===== config.mk =====
export PLATFORM = sky130hd
export DESIGN_NAME = fba_regs
export DESIGN_NICKNAME = d
export VERILOG_FILES = /design/src/rtl/core/fba_pkg.sv /design/src/rtl/core/fba_regs.sv
export SDC_FILE = /design/constraint.sdc
export NUM_CORES = 1
export LEC_CHECK = 0
export ABC_AREA = 0
export BUFFER_PORTS_ARGS = -buffer_cell sky130_fd_sc_hd__buf_2
export CAP_MARGIN = 20
export CORE_UTILIZATION = 30
export CTS_CLUSTER_DIAMETER = 150
export CTS_CLUSTER_SIZE = 25
export DETAILED_ROUTE_END_ITERATION = 10
export PLACE_DENSITY = 0.69
export SYNTH_ARGS = -nofsm -noshare
export SYNTH_HDL_FRONTEND = slang
export SYNTH_SLANG_ARGS = --single-unit

===== constraint.sdc =====
create_clock -name clk -period 1.59 [get_ports clk]
set_input_delay 0.2385 -clock clk [delete_from_list [all_inputs] [get_ports clk]]
set_output_delay 0.2385 -clock clk [all_outputs]
set_load 0.03 [all_outputs]

===== src/rtl/core/fba_pkg.sv =====
// Shared types and constants for the frame bitmap allocator.
// Used by the register block, controller, datapath and top level.
package fba_pkg;

	localparam int BITMAP_WORDS_DEF = 1024;
	localparam int FRAME_SHIFT_DEF  = 12;

	localparam int WORD_BITS  = 32;
	localparam int BIT_W      = 5;
	localparam int COUNT_W    = 16;
	localparam int LIMIT_W    = 17;
	localparam int ADDR_OUT_W = 27;
	localparam int PADDR_W    = 3;
	localparam int PDATA_W    = 32;

	localparam logic [1:0] OP_MARK    = 2'd0;
	localparam logic [1:0] OP_RELEASE = 2'd1;
	localparam logic [1:0] OP_TEST    = 2'd2;
	localparam logic [1:0] OP_FIND    = 2'd3;

	localparam logic [1:0] ST_OK    = 2'd0;
	localparam logic [1:0] ST_RANGE = 2'd1;
	localparam logic [1:0] ST_NONE  = 2'd2;

	localparam logic REG_FRAME_COUNT = 1'b0;

	typedef enum logic [2:0] {
		S_CLEAR,
		S_IDLE,
		S_RMW,
		S_FIND,
		S_RESP
	} fba_state_t;

	// controller to datapath
	typedef struct packed {
		logic clr_wr;
		logic load_item;
		logic rmw_finish;
		logic scan_step;
		logic res_hit;
		logic res_none;
		logic out_from_res;
	} fba_cmd_t;

	// datapath to controller
	typedef struct packed {
		logic clr_last;
		logic scan_hit;
		logic scan_idle;
	} fba_sts_t;

endpackage


===== src/rtl/core/fba_regs.sv =====
// Configuration register block: APB-style slave holding frame_count.
// Depends on fba_pkg; produces the capped count of bitmap words in use.
module fba_regs #(
	parameter int BITMAP_WORDS = fba_pkg::BITMAP_WORDS_DEF
) (
	input  logic                         clk,
	input  logic                         arst_n,
	input  logic                         psel,
	input  logic                         penable,
	input  logic                         pwrite,
	input  logic [fba_pkg::PADDR_W-1:0]  paddr,
	input  logic [fba_pkg::PDATA_W-1:0]  pwdata,
	output logic [fba_pkg::PDATA_W-1:0]  prdata,
	output logic                         pready,
	output logic [fba_pkg::LIMIT_W-1:0]  limit
);

	logic [fba_pkg::COUNT_W-1:0] frame_count_q;
	logic [fba_pkg::LIMIT_W-1:0] whole_words;
	logic                        sel_count;

	assign sel_count = (paddr[2] == fba_pkg::REG_FRAME_COUNT);
	assign pready    = 1'b1;

	always_ff @(posedge clk or negedge arst_n) begin
		if (!arst_n) begin
			frame_count_q <= '0;
		end else if (psel && penable && pwrite && sel_count) begin
			frame_count_q <= pwdata[fba_pkg::COUNT_W-1:0];
		end
	end

	always_comb begin
		prdata = '0;
		if (sel_count) begin
			prdata = fba_pkg::PDATA_W'(frame_count_q);
		end
	end

	// only whole 32-frame words count, capped at the bitmap size
	assign whole_words = fba_pkg::LIMIT_W'(frame_count_q[fba_pkg::COUNT_W-1:fba_pkg::BIT_W]);
	assign limit = (whole_words > fba_pkg::LIMIT_W'(BITMAP_WORDS)) ?
		fba_pkg::LIMIT_W'(BITMAP_WORDS) : whole_words;

endmodule


# After elaboration in Yosys (flattened, before gate mapping)
# Cells that the tools add are included.
# W data, S select, Z words.
[word_totals] ff_bits=16 out_inout_bits=50 inputBits=40 wordCells=8
[op_classes] n_lt_le_gt_ge=1 bitwise_logic=1 n_mux=2 n_reduce_logical=3
[ops] cell="$mux W16" n=1
[ops] cell="$gt A11 B11 Y1 const B" n=1
[ops] cell="$mux W11" n=1
[ops] cell="$logic_and A1 B1 Y1" n=3
[ops] cell="$not A1 Y1" n=1

# Longest topological paths before layout
[logic_depth] ltp_word=3 mapped_depth=3 ltp_nobuf=2

# Least setup slack after synthesis
# OpenSTA, ideal clock, no wires.
[synth_path] kind="reg-to-output" from="reg frame_count_q[15] in the netlist's numbering" to="out limit[0] in the netlist's numbering" path_stages_with_launch=3 required_ns=1.351 arrival_time_ns=1.030 n_path_buf=1 path_slack_ns=0.321 path_cell_list="dfrtp_1 clkbuf_1 nor2b_1"
[synth_between] elab_chain_cells=2
[synth_lines] item="from (decl)" line="fba_regs.sv:18" source="logic [fba_pkg::COUNT_W-1:0] frame_count_q;"
[synth_lines] item="from (signal assigned)" line="fba_regs.sv:29" source="frame_count_q <= pwdata[fba_pkg::COUNT_W-1:0];"
[synth_lines] item="$gt A11 B11 Y1" line="fba_regs.sv:42" source="assign limit = (whole_words > fba_pkg::LIMIT_W'(BITMAP_WORDS)) ?"
[synth_lines] item="$mux W11" line="fba_regs.sv:42"
[synth_lines] item="to (decl)" line="fba_regs.sv:15" source="output logic [fba_pkg::LIMIT_W-1:0] limit"
# No other way between the ends.

# Worst setup path after layout
[layout_path] from="reg frame_count_q[15] in the netlist's numbering" to="out prdata[15] in the netlist's numbering"
[layout_between] elab_chain_cells=1
[layout_lines] item="$mux W16" line="fba_regs.sv:35" source="if (sel_count) begin"
[layout_lines] item="to (decl)" line="fba_regs.sv:13" source="output logic [fba_pkg::PDATA_W-1:0] prdata,"
# No other way between the ends.

==> reports/summary.txt <==
Multiplexer area fraction after synthesis = 21.5%
Nets = 177
Commonest cells after routing, fill and taps aside = 48 x buf_2, 23 x conb_1, 20 x nor2b_1
RSZ-0062 raised after global routing = false
Ports = 90
Power, Total = 1.46 mW
F_max = 670 MHz
Gr ovfl total = 0
Area of the core = 0.00313 mm2
DR DRC count = 0
Largest net degree at the start of global routing = 17
Total Neg Setup Slack = 0 ps
Port-buffer cells = 48
Initial drt markers = 6
Rows = 20
WP data arrival = 1250 ps
FF+latch count, synth = 16
Setup-failing EPs final = 0
First-pass GRT wire length = 2.79 mm
Drt first pass iters = 3
Area growth syn-to-layout = 21.6%
Synth Area in Simple Gates = 19.1%
Dpl hpwl = 1.39 mm
Clk sinks = 16
Final period util = 93.8%
Syn avg cell area = 11.5 um2
H-tree depth = 1
WL/cell = 10.1 um
Dpl ws = 281 ps
Via count = 690
Worst skew pair latency = 280 ps
Worst EP required = 1350 ps
Fraction of the mapped netlist area in adder cells = 0%
Post-layout util = 39.4%
DIE WIDTH = 60.2 um
Most common cell after layout, fill and taps aside = buf_2
Ant. Diodes = 0
CTS Buffer Depth = 2
CTS buffer count = 3
Synth Area in XOR/XNOR = 0%
Synthesized area = 0.00101 mm2
Library cells used by synthesis = 10
Minimum clock period = 1490 ps
CTS tree = yes
Hold Crit Class = primary input to flop
Final setup margin = 98.2 ps
Largest family of logic cells by synthesized area = multiplexers
Clock Skew = 0 ps
Initial antenna violation count = 0
Max reg flops = 16
Outcome = completed
Clock-pin slew on the worst setup and hold paths = 90 ps
Pins Over Slew Limit = 0
Vias in the first global route = 610
Die Area = 0.00362 mm2
GRT Resource Usage Total = 10.6%
Crit Path Class = flop to primary output
Wirelength, routed = 1.80 mm
Peak supply drop = 0.528 mV
Biggest register = frame_count_q
PwrDens = 1180 mW/mm2
Max Cap Violations = 0
Setup Buffers After CTS = 0
Die H = 60.2 um
Worst setup SP type = flop
Crit path capture type = primary output
Syn. warnings = 0
Vias/cell = 3.85
CTS root buf = clkbuf_4
Register area share after synthesis = 39.5%
Share of cells above drive strength 1 = 51.1%
Initial Util = 32.4%
Compound-Gate Fraction of Synth Area = 0%
Fin. Hold Viols = 0
Antenna Nets Post-Route = 0
Gate Count Post-Synth = 88
Leakage power = 0.717 nW
Worst-path maximum fanout = 13
Largest regs = frame_count_q x16
Gpl congestion = 0.652
-- cell families (layout without fill, tap and decap cells) --
family                 count (synthesis)  in the layout
buffers and inverters                 27             53
other                                  2             23
and+or+nand+nor                       27             27
DFF                                   16             16
muxes                                 16             16
-- power by group --
part / total (mW) / leakage [nW] / switching, mW / internal, mW
registers: 0.571 / 0.192 / 0.0751 / 0.496
clock network: 0.208 / 0.0138 / 0.121 / 0.0877
logic: 0.678 / 0.511 / 0.420 / 0.258
total: 1.46 / 0.717 / 0.615 / 0.842
-- critical path, cell delays in order (launching register included) --
cell and delay, ps:
dfrtp_1 610, and2b_1 180, buf_2 190
-- path summary, 6_finish.rpt --
path                                   start                 to  slack, ps  depth (start not counted)
setup / recovery           frame_count_q[15]         prdata[15]        100                          2
hold / removal                     pwdata[3]   frame_count_q[3]        190                          2
setup reg to reg           frame_count_q[15]  frame_count_q[15]        610                          1
hold reg to reg             frame_count_q[0]   frame_count_q[0]        510                          1
max in group asynchronous             arst_n  frame_count_q[10]        930                          2
min in group asynchronous             arst_n   frame_count_q[3]        400                          2
-- final cells by class --
class | instances | area [um2]
multi-input combinational | 66 | 498
timing repair buffer | 50 | 258
clock buffer | 3 | 22.5
fill | 315 | 1890
tap | 44 | 55.1
sequential | 16 | 400
-- metal layers --
metal | wire length (um) | vias to the layer above | GRT usage, %
met5 | 0 | - | 0
met4 | 0 | 0 | 2.99
met3 | 178 | 0 | 2.38
met2 | 814 | 58 | 18.1
met1 | 807 | 305 | 13.2
li1 | - | 327 | -
-- stage by stage --
step	hold slack [ps]	instance area, um2	instances
after floorplan	-57.1	1090	109
after global routing	169	1230	179
after CTS	171	1230	179
after detailed placement	183	1200	175
after global placement	164	1200	175
final	186	1230	179
-- cells in the mapped netlist --
cell / number / area [um2]
conb_1: 2 / 7.51
mux2_4: 10 / 150
buf_4: 23 / 173
and2b_1: 6 / 45.0
dfrtp_1: 16 / 400
nand4b_4: 1 / 23.8
clkbuf_1: 3 / 11.3
buf_6: 1 / 11.3
mux2_2: 6 / 67.6
nor2b_1: 20 / 125
-- repair_timing --
item                      4_1_cts  5_1_grt
hold endpoints to repair       16        0
hold buffers                    1        0
resized for setup               0        0
Power figures use the tool's default switching activity.
