==> config.mk <==
export PLATFORM = sky130hd
export DESIGN_NAME = fba_ctrl
export DESIGN_NICKNAME = d
export VERILOG_FILES = /design/src/rtl/core/fba_pkg.sv /design/src/rtl/core/fba_ctrl.sv
export SDC_FILE = /design/constraint.sdc
export NUM_CORES = 1
export LEC_CHECK = 0
export BUFFER_PORTS_ARGS = -buffer_cell sky130_fd_sc_hd__buf_2
export CORE_AREA = 2 2 39 41
export DETAILED_ROUTE_END_ITERATION = 12
export DIE_AREA = 0 0 41 43
export PLACE_DENSITY = 0.55
export SETUP_SLACK_MARGIN = 0.02
export SYNTH_ARGS = -nofsm -noshare
export SYNTH_HDL_FRONTEND = slang
export SYNTH_SLANG_ARGS = --single-unit
==> constraint.sdc <==
create_clock -name clk -period 1.3 [get_ports clk]
set_input_delay 0.065 -clock clk [delete_from_list [all_inputs] [get_ports clk]]
set_output_delay 0.065 -clock clk [all_outputs]
set_load 0.01 [all_outputs]
==> src/rtl/core/fba_pkg.sv <==
// Shared types and constants for the frame bitmap allocator.
// Used by the register block, controller, datapath and top level.
package fba_pkg;

	localparam int BITMAP_WORDS_DEF = 1024;
	localparam int FRAME_SHIFT_DEF  = 12;

	localparam int WORD_BITS  = 32;
	localparam int BIT_W      = 5;
	localparam int COUNT_W    = 16;
	localparam int LIMIT_W    = 17;
	localparam int ADDR_OUT_W = 27;
	localparam int PADDR_W    = 3;
	localparam int PDATA_W    = 32;

	localparam logic [1:0] OP_MARK    = 2'd0;
	localparam logic [1:0] OP_RELEASE = 2'd1;
	localparam logic [1:0] OP_TEST    = 2'd2;
	localparam logic [1:0] OP_FIND    = 2'd3;

	localparam logic [1:0] ST_OK    = 2'd0;
	localparam logic [1:0] ST_RANGE = 2'd1;
	localparam logic [1:0] ST_NONE  = 2'd2;

	localparam logic REG_FRAME_COUNT = 1'b0;

	typedef enum logic [2:0] {
		S_CLEAR,
		S_IDLE,
		S_RMW,
		S_FIND,
		S_RESP
	} fba_state_t;

	// controller to datapath
	typedef struct packed {
		logic clr_wr;
		logic load_item;
		logic rmw_finish;
		logic scan_step;
		logic res_hit;
		logic res_none;
		logic out_from_res;
	} fba_cmd_t;

	// datapath to controller
	typedef struct packed {
		logic clr_last;
		logic scan_hit;
		logic scan_idle;
	} fba_sts_t;

endpackage

==> src/rtl/core/fba_ctrl.sv <==
// Controller: sequences clearing, item accept, read-modify-write and scan.
// Depends on fba_pkg; commands fba_dp and owns the output valid flag.
module fba_ctrl (
	input  logic              clk,
	input  logic              arst_n,
	input  logic              in_valid,
	output logic              in_stall,
	input  logic [1:0]        op,
	output logic              out_valid,
	input  logic              out_stall,
	input  fba_pkg::fba_sts_t sts,
	output fba_pkg::fba_cmd_t cmd
);

	fba_pkg::fba_state_t state_q;
	fba_pkg::fba_state_t state_d;
	logic                out_valid_q;
	logic                slot_free;

	assign slot_free = !out_valid_q || !out_stall;

	always_comb begin
		state_d = state_q;
		unique case (state_q)
			fba_pkg::S_CLEAR: begin
				if (sts.clr_last) begin
					state_d = fba_pkg::S_IDLE;
				end
			end
			fba_pkg::S_IDLE: begin
				if (in_valid) begin
					state_d = (op == fba_pkg::OP_FIND) ? fba_pkg::S_FIND : fba_pkg::S_RMW;
				end
			end
			fba_pkg::S_RMW: begin
				if (slot_free) begin
					state_d = fba_pkg::S_IDLE;
				end
			end
			fba_pkg::S_FIND: begin
				if (sts.scan_hit || sts.scan_idle) begin
					state_d = fba_pkg::S_RESP;
				end
			end
			fba_pkg::S_RESP: begin
				if (slot_free) begin
					state_d = fba_pkg::S_IDLE;
				end
			end
			default: state_d = fba_pkg::S_IDLE;
		endcase
	end

	always_comb begin
		cmd      = '0;
		in_stall = 1'b1;
		unique case (state_q)
			fba_pkg::S_CLEAR: begin
				cmd.clr_wr = 1'b1;
			end
			fba_pkg::S_IDLE: begin
				in_stall      = 1'b0;
				cmd.load_item = in_valid;
			end
			fba_pkg::S_RMW: begin
				cmd.rmw_finish = slot_free;
			end
			fba_pkg::S_FIND: begin
				cmd.scan_step = 1'b1;
				cmd.res_hit   = sts.scan_hit;
				cmd.res_none  = !sts.scan_hit && sts.scan_idle;
			end
			fba_pkg::S_RESP: begin
				cmd.out_from_res = slot_free;
			end
			default: begin
				cmd = '0;
			end
		endcase
	end

	always_ff @(posedge clk or negedge arst_n) begin
		if (!arst_n) begin
			state_q     <= fba_pkg::S_CLEAR;
			out_valid_q <= 1'b0;
		end else begin
			state_q <= state_d;
			if (cmd.rmw_finish || cmd.out_from_res) begin
				out_valid_q <= 1'b1;
			end else if (!out_stall) begin
				out_valid_q <= 1'b0;
			end
		end
	end

	assign out_valid = out_valid_q;

endmodule

# --- Yosys cells after proc, flatten, opt, wreduce, memory -nomap -nowiden ---
# Index checks and enable logic that the tools add are counted.
op_classes:
  eq_ne: 10
  n_mux: 14
  n_reduce_logical: 10
ops:
  columns: ["op", "count"]
  rows:
  - ["2-to-1 mux 3 bit", 5]
  - ["one-hot mux 3 bit (4 select lines)", 1]
  - ["2-to-1 mux 1 bit", 8]
  - ["equality test 3 x 2 -> 1 bit, second input constant", 2]
  - ["inequality test 2 bit, second input constant", 3]
  - ["inequality test 2 x 1 -> 1 bit, second input constant", 2]
  - ["AND reduction 4 bit", 1]
  - ["equality test 3 x 1 -> 1 bit, second input constant", 1]
  - ["equality test 3 bit, second input constant", 1]
  - ["logical NOT 1 bit", 3]
  - ["logical NOT 3 bit", 1]
  - ["logical OR 1 bit", 3]
  - ["equality test 2 bit, second input constant", 1]
  - ["OR reduction 2 bit", 1]
  - ["logical AND 1 bit", 1]
totals:
  reg_bits: 4
  inputBits: 9

# --- Depth between registers and ports, before layout ---
depth:
  word_depth: 5
  ltp_mapped: 4
  ltp_nobuf: 3

# --- Worst setup path before layout ---
# Ideal clock, no wire load.
synth_timing:
  path_type: "reg2reg"
  startpoint: "register state_q[0]"
  endpoint: "register state_q[0]"
  setup_time_ns: 0.134
  arrival_time_ns: 1.082
  slack_ns: 0.084
  path_stages_with_launch: 5
  path_buffers: 1
  period_less_slack_ns: 1.216
  cell_sequence: "dfrtp_1 buf_6 or3b_4 o22ai_2 o22ai_1"
synth_between:
  elab_chain_len: 4
  word_cells_on_any_way: 12
synth_lines:
  columns: ["element", "line", "rtl"]
  rows:
  - ["start, declared", "fba_ctrl.sv:15", "fba_pkg::fba_state_t state_q;"]
  - ["start signal, assigned", "fba_ctrl.sv:84", "state_q <= fba_pkg::S_CLEAR;"]
  - ["start signal, assigned", "fba_ctrl.sv:87", "state_q <= state_d;"]
  - ["equality test 3 bit or equality test 3 x 2 -> 1 bit (tied branches)", "fba_ctrl.sv:24", "unique case (state_q)"]
  - ["OR reduction 2 bit (no line)", null, null]
  - ["inequality test 2 x 1 -> 1 bit (no line)", null, null]
  - ["AND reduction 4 bit (no line)", null, null]
# Several ways; a longest one is shown, not always the timed one.
# A chain may end at the register's enable or synchronous reset.

==> results_dict.tcl <==
set metrics [dict create \
    critPathCaptureType "output port" \
    initialDrtViolationCount 3 \
    place_area_um2 437 \
    hold_violations 0 \
    relSlewSlack_pct 76.0 \
    ir_worst_vdd_mv 0.923 \
    viasPerCell 4.66 \
    grt_pass1_vias 355 \
    grt_overflow_total 0 \
    fin_hold_ws_ns 0.117 \
    min_period_over_period_pct 106 \
    rsz0062_at_grt "yes" \
    start_util_pct 23.0 \
    fin_setup_tns_ns -0.122 \
    worstSetupPathType "reg -> out" \
    fin_skew_ns 0.00329 \
    area_delta_synth_final_pct 74.4 \
    drc 0 \
    ys_ff_latch 4 \
    cts_tree "yes" \
    ys_types 21 \
    numClockSinks 4 \
    ant_nets 0 \
    cts_buffers 3 \
    synth_top_family_by_area "simple AND/OR/NAND/NOR gates" \
    hold_path.class "in -> reg" \
    syn_nets 48 \
    setup-violations-final 2 \
    avgSynthCellArea_um2 8.15 \
    boundaryPins 18 \
    synth_xor_area_share_pct 2.76 \
    fin_area_um2 554 \
    violations "setup timing" \
    dp.final_hpwl_um 636 \
    synth-simple-area-share_pct 35.8 \
    port_buffers 17 \
    gp_congestion 0.692 \
    routed_wirelength_um 888 \
    post-route-min-period_ns 1.38 \
    synth_compound_area_share_pct 20.1 \
    antenna_cells 0 \
    multiInputGateArea_um2 229 \
    coreArea_mm2 0.00138 \
    grt_pass1_wl_um 1380 \
    root_buffer "clkbuf_4" \
    syn_area_um2 318 \
    cp_max_fo 4 \
    maxSlewViolCount 0 \
    crit_arrival_ns 1.32 \
    critPathLaunchType "flip-flop" \
    crit_required_ns 1.24 \
    yosys_warnings 0 \
    synthAdderAreaFrac_pct 0 \
    r2r_slack_ns -0.04 \
    vias 382 \
    drive_gt1_share_pct 60.6 \
    synth_mux_area_share_pct 0 \
    antenna_found_initial 0 \
    clock_latency_ns 0.23 \
    n_fill_cell 147 \
    row_count 14 \
    nets 77 \
    status "finished with violations" \
    ctsLongestPathBuffers 2 \
    max-cap-violations 0 \
    die_h_um 43 \
    worst_slack_ns -0.0824 \
    yosysSeqAreaShare_pct 31.5 \
    grt_max_degree 13 \
    die-area_mm2 0.00176 \
    post_drt_wl_per_cell_um 10.8 \
    place_inst 74 \
    fmax_ghz 0.723 \
    final_cells 82 \
    htreeDepth 1 \
    grt_usage_pct 11.9 \
    die_x_um 41 \
    clk_pin_slew_worst_paths_ns 0.04 \
    synthCells 39 \
    worstMarginPinSlew_ns 0.351 \
    power_density_mw_per_mm2 2250 \
    drt_first_pass_iters 4 \
    p_leak_nw 0.294 \
    regArea_um2 101 \
]
==> path summary, 6_finish.rpt <==
kind	startpoint	to	cells past startpoint
worst max-delay path	state_q[2]	cmd[4]	3
worst min-delay path	in_valid	state_q[1]	3
worst max register to register	state_q[2]	state_q[0]	4
worst min register to register	state_q[2]	state_q[1]	2
max in group asynchronous	arst_n	state_q[2]	2
min in group asynchronous	arst_n	state_q[0]	2
==> layer usage <==
| layer | GRT usage (%) | up-vias | routed length (um) |
|---|---|---|---|
| li1 | - | 193 | - |
| met1 | 14.3 | 172 | 390 |
| met2 | 16.6 | 17 | 431 |
| met3 | 4.71 | 0 | 66 |
| met4 | 8.00 | 0 | 0 |
| met5 | 0 | - | 0 |
==> state kept, by name, indices dropped and copies added (netlist names) <==
signal,flops
out_valid,1
state_q,3
==> power breakdown <==
group / switching [W] / internal [W] / leakage, nW / total [W]
sequential: 0.0000652 / 0.000182 / 0.0492 / 0.000247
clock: 0.0000497 / 0.000103 / 0.0138 / 0.000153
combinational: 0.000395 / 0.000451 / 0.231 / 0.000846
total: 0.000510 / 0.000736 / 0.294 / 0.00125
==> worst max-delay path: stages (launching register included) <==
cell and delay, ns:
dfrtp_2 0.43, or3b_4 0.42, a21oi_2 0.10, buf_2 0.13
==> cell usage in the layout, fill, tap and decap left out, types with 2 or more instances in the layout <==
cell      synthesis  routed
buf_2             1      17
nor2_1            4       3
and3b_1           2       2
o22ai_1           2       2
a21oi_1           4       2
inv_1             2       2
nand2b_1          2       2
buf_4             1       6
clkbuf_4          0       3
a21oi_2           0       2
dfrtp_1           4       3
o21ai_0           2       2
buf_6             1       3
==> logic make-up (layout without fill, tap and decap cells) <==
group	after synthesis	after routing
buf+inv	5	32
xor+xnor	1	1
flops	4	4
compound gates	10	10
simple gates	19	19
==> through the flow <==
stage / util, % / power, W / worst slack, ns
6_report: 40.1 / 0.00125 / -0.0824
5_1_grt: 40.1 / 0.00134 / -0.144
4_1_cts: 36.5 / 0.00112 / -0.0643
3_5_place_dp: 31.6 / 0.000870 / 0.104
3_3_place_gp: 31.6 / 0.000869 / 0.124
2_1_floorplan: - / 0.000653 / 0.0839
==> timing repair <==
item	CTS	global route
endpoints found under the setup margin	6	9
hold endpoints to repair	4	0
buffers inserted	2	2
pin swaps	2	3
resized for setup	7	8
cloned	0	0
hold buffers	1	0
==> cell usage after synthesis (all sizes together) <==
master,instances,share of area (%)
a2111oi,1,2.8
and3b,2,5.5
and3,1,2.0
o21ai,2,3.1
nor2,4,4.7
or3b,1,3.5
a21oi,4,6.3
buf,3,7.5
nor2b,2,3.9
nor3b,2,4.7
nand2,3,3.5
inv,2,2.4
xnor2,1,2.8
nand2b,2,3.9
nand3b,1,2.4
nor3,1,1.6
o22ai,3,7.9
dfrtp,4,31
==> final cells by class <==
type                            count  share of cell area [%]
Sequential cell                     4                    18.3
Clock buffer                        3                    4.06
Tap cell                           16                    3.61
Timing Repair Buffer               27                    31.4
Multi-Input combinational cell     30                    41.3
Inverter                            2                    1.35
Power figures use the tool's default switching activity.
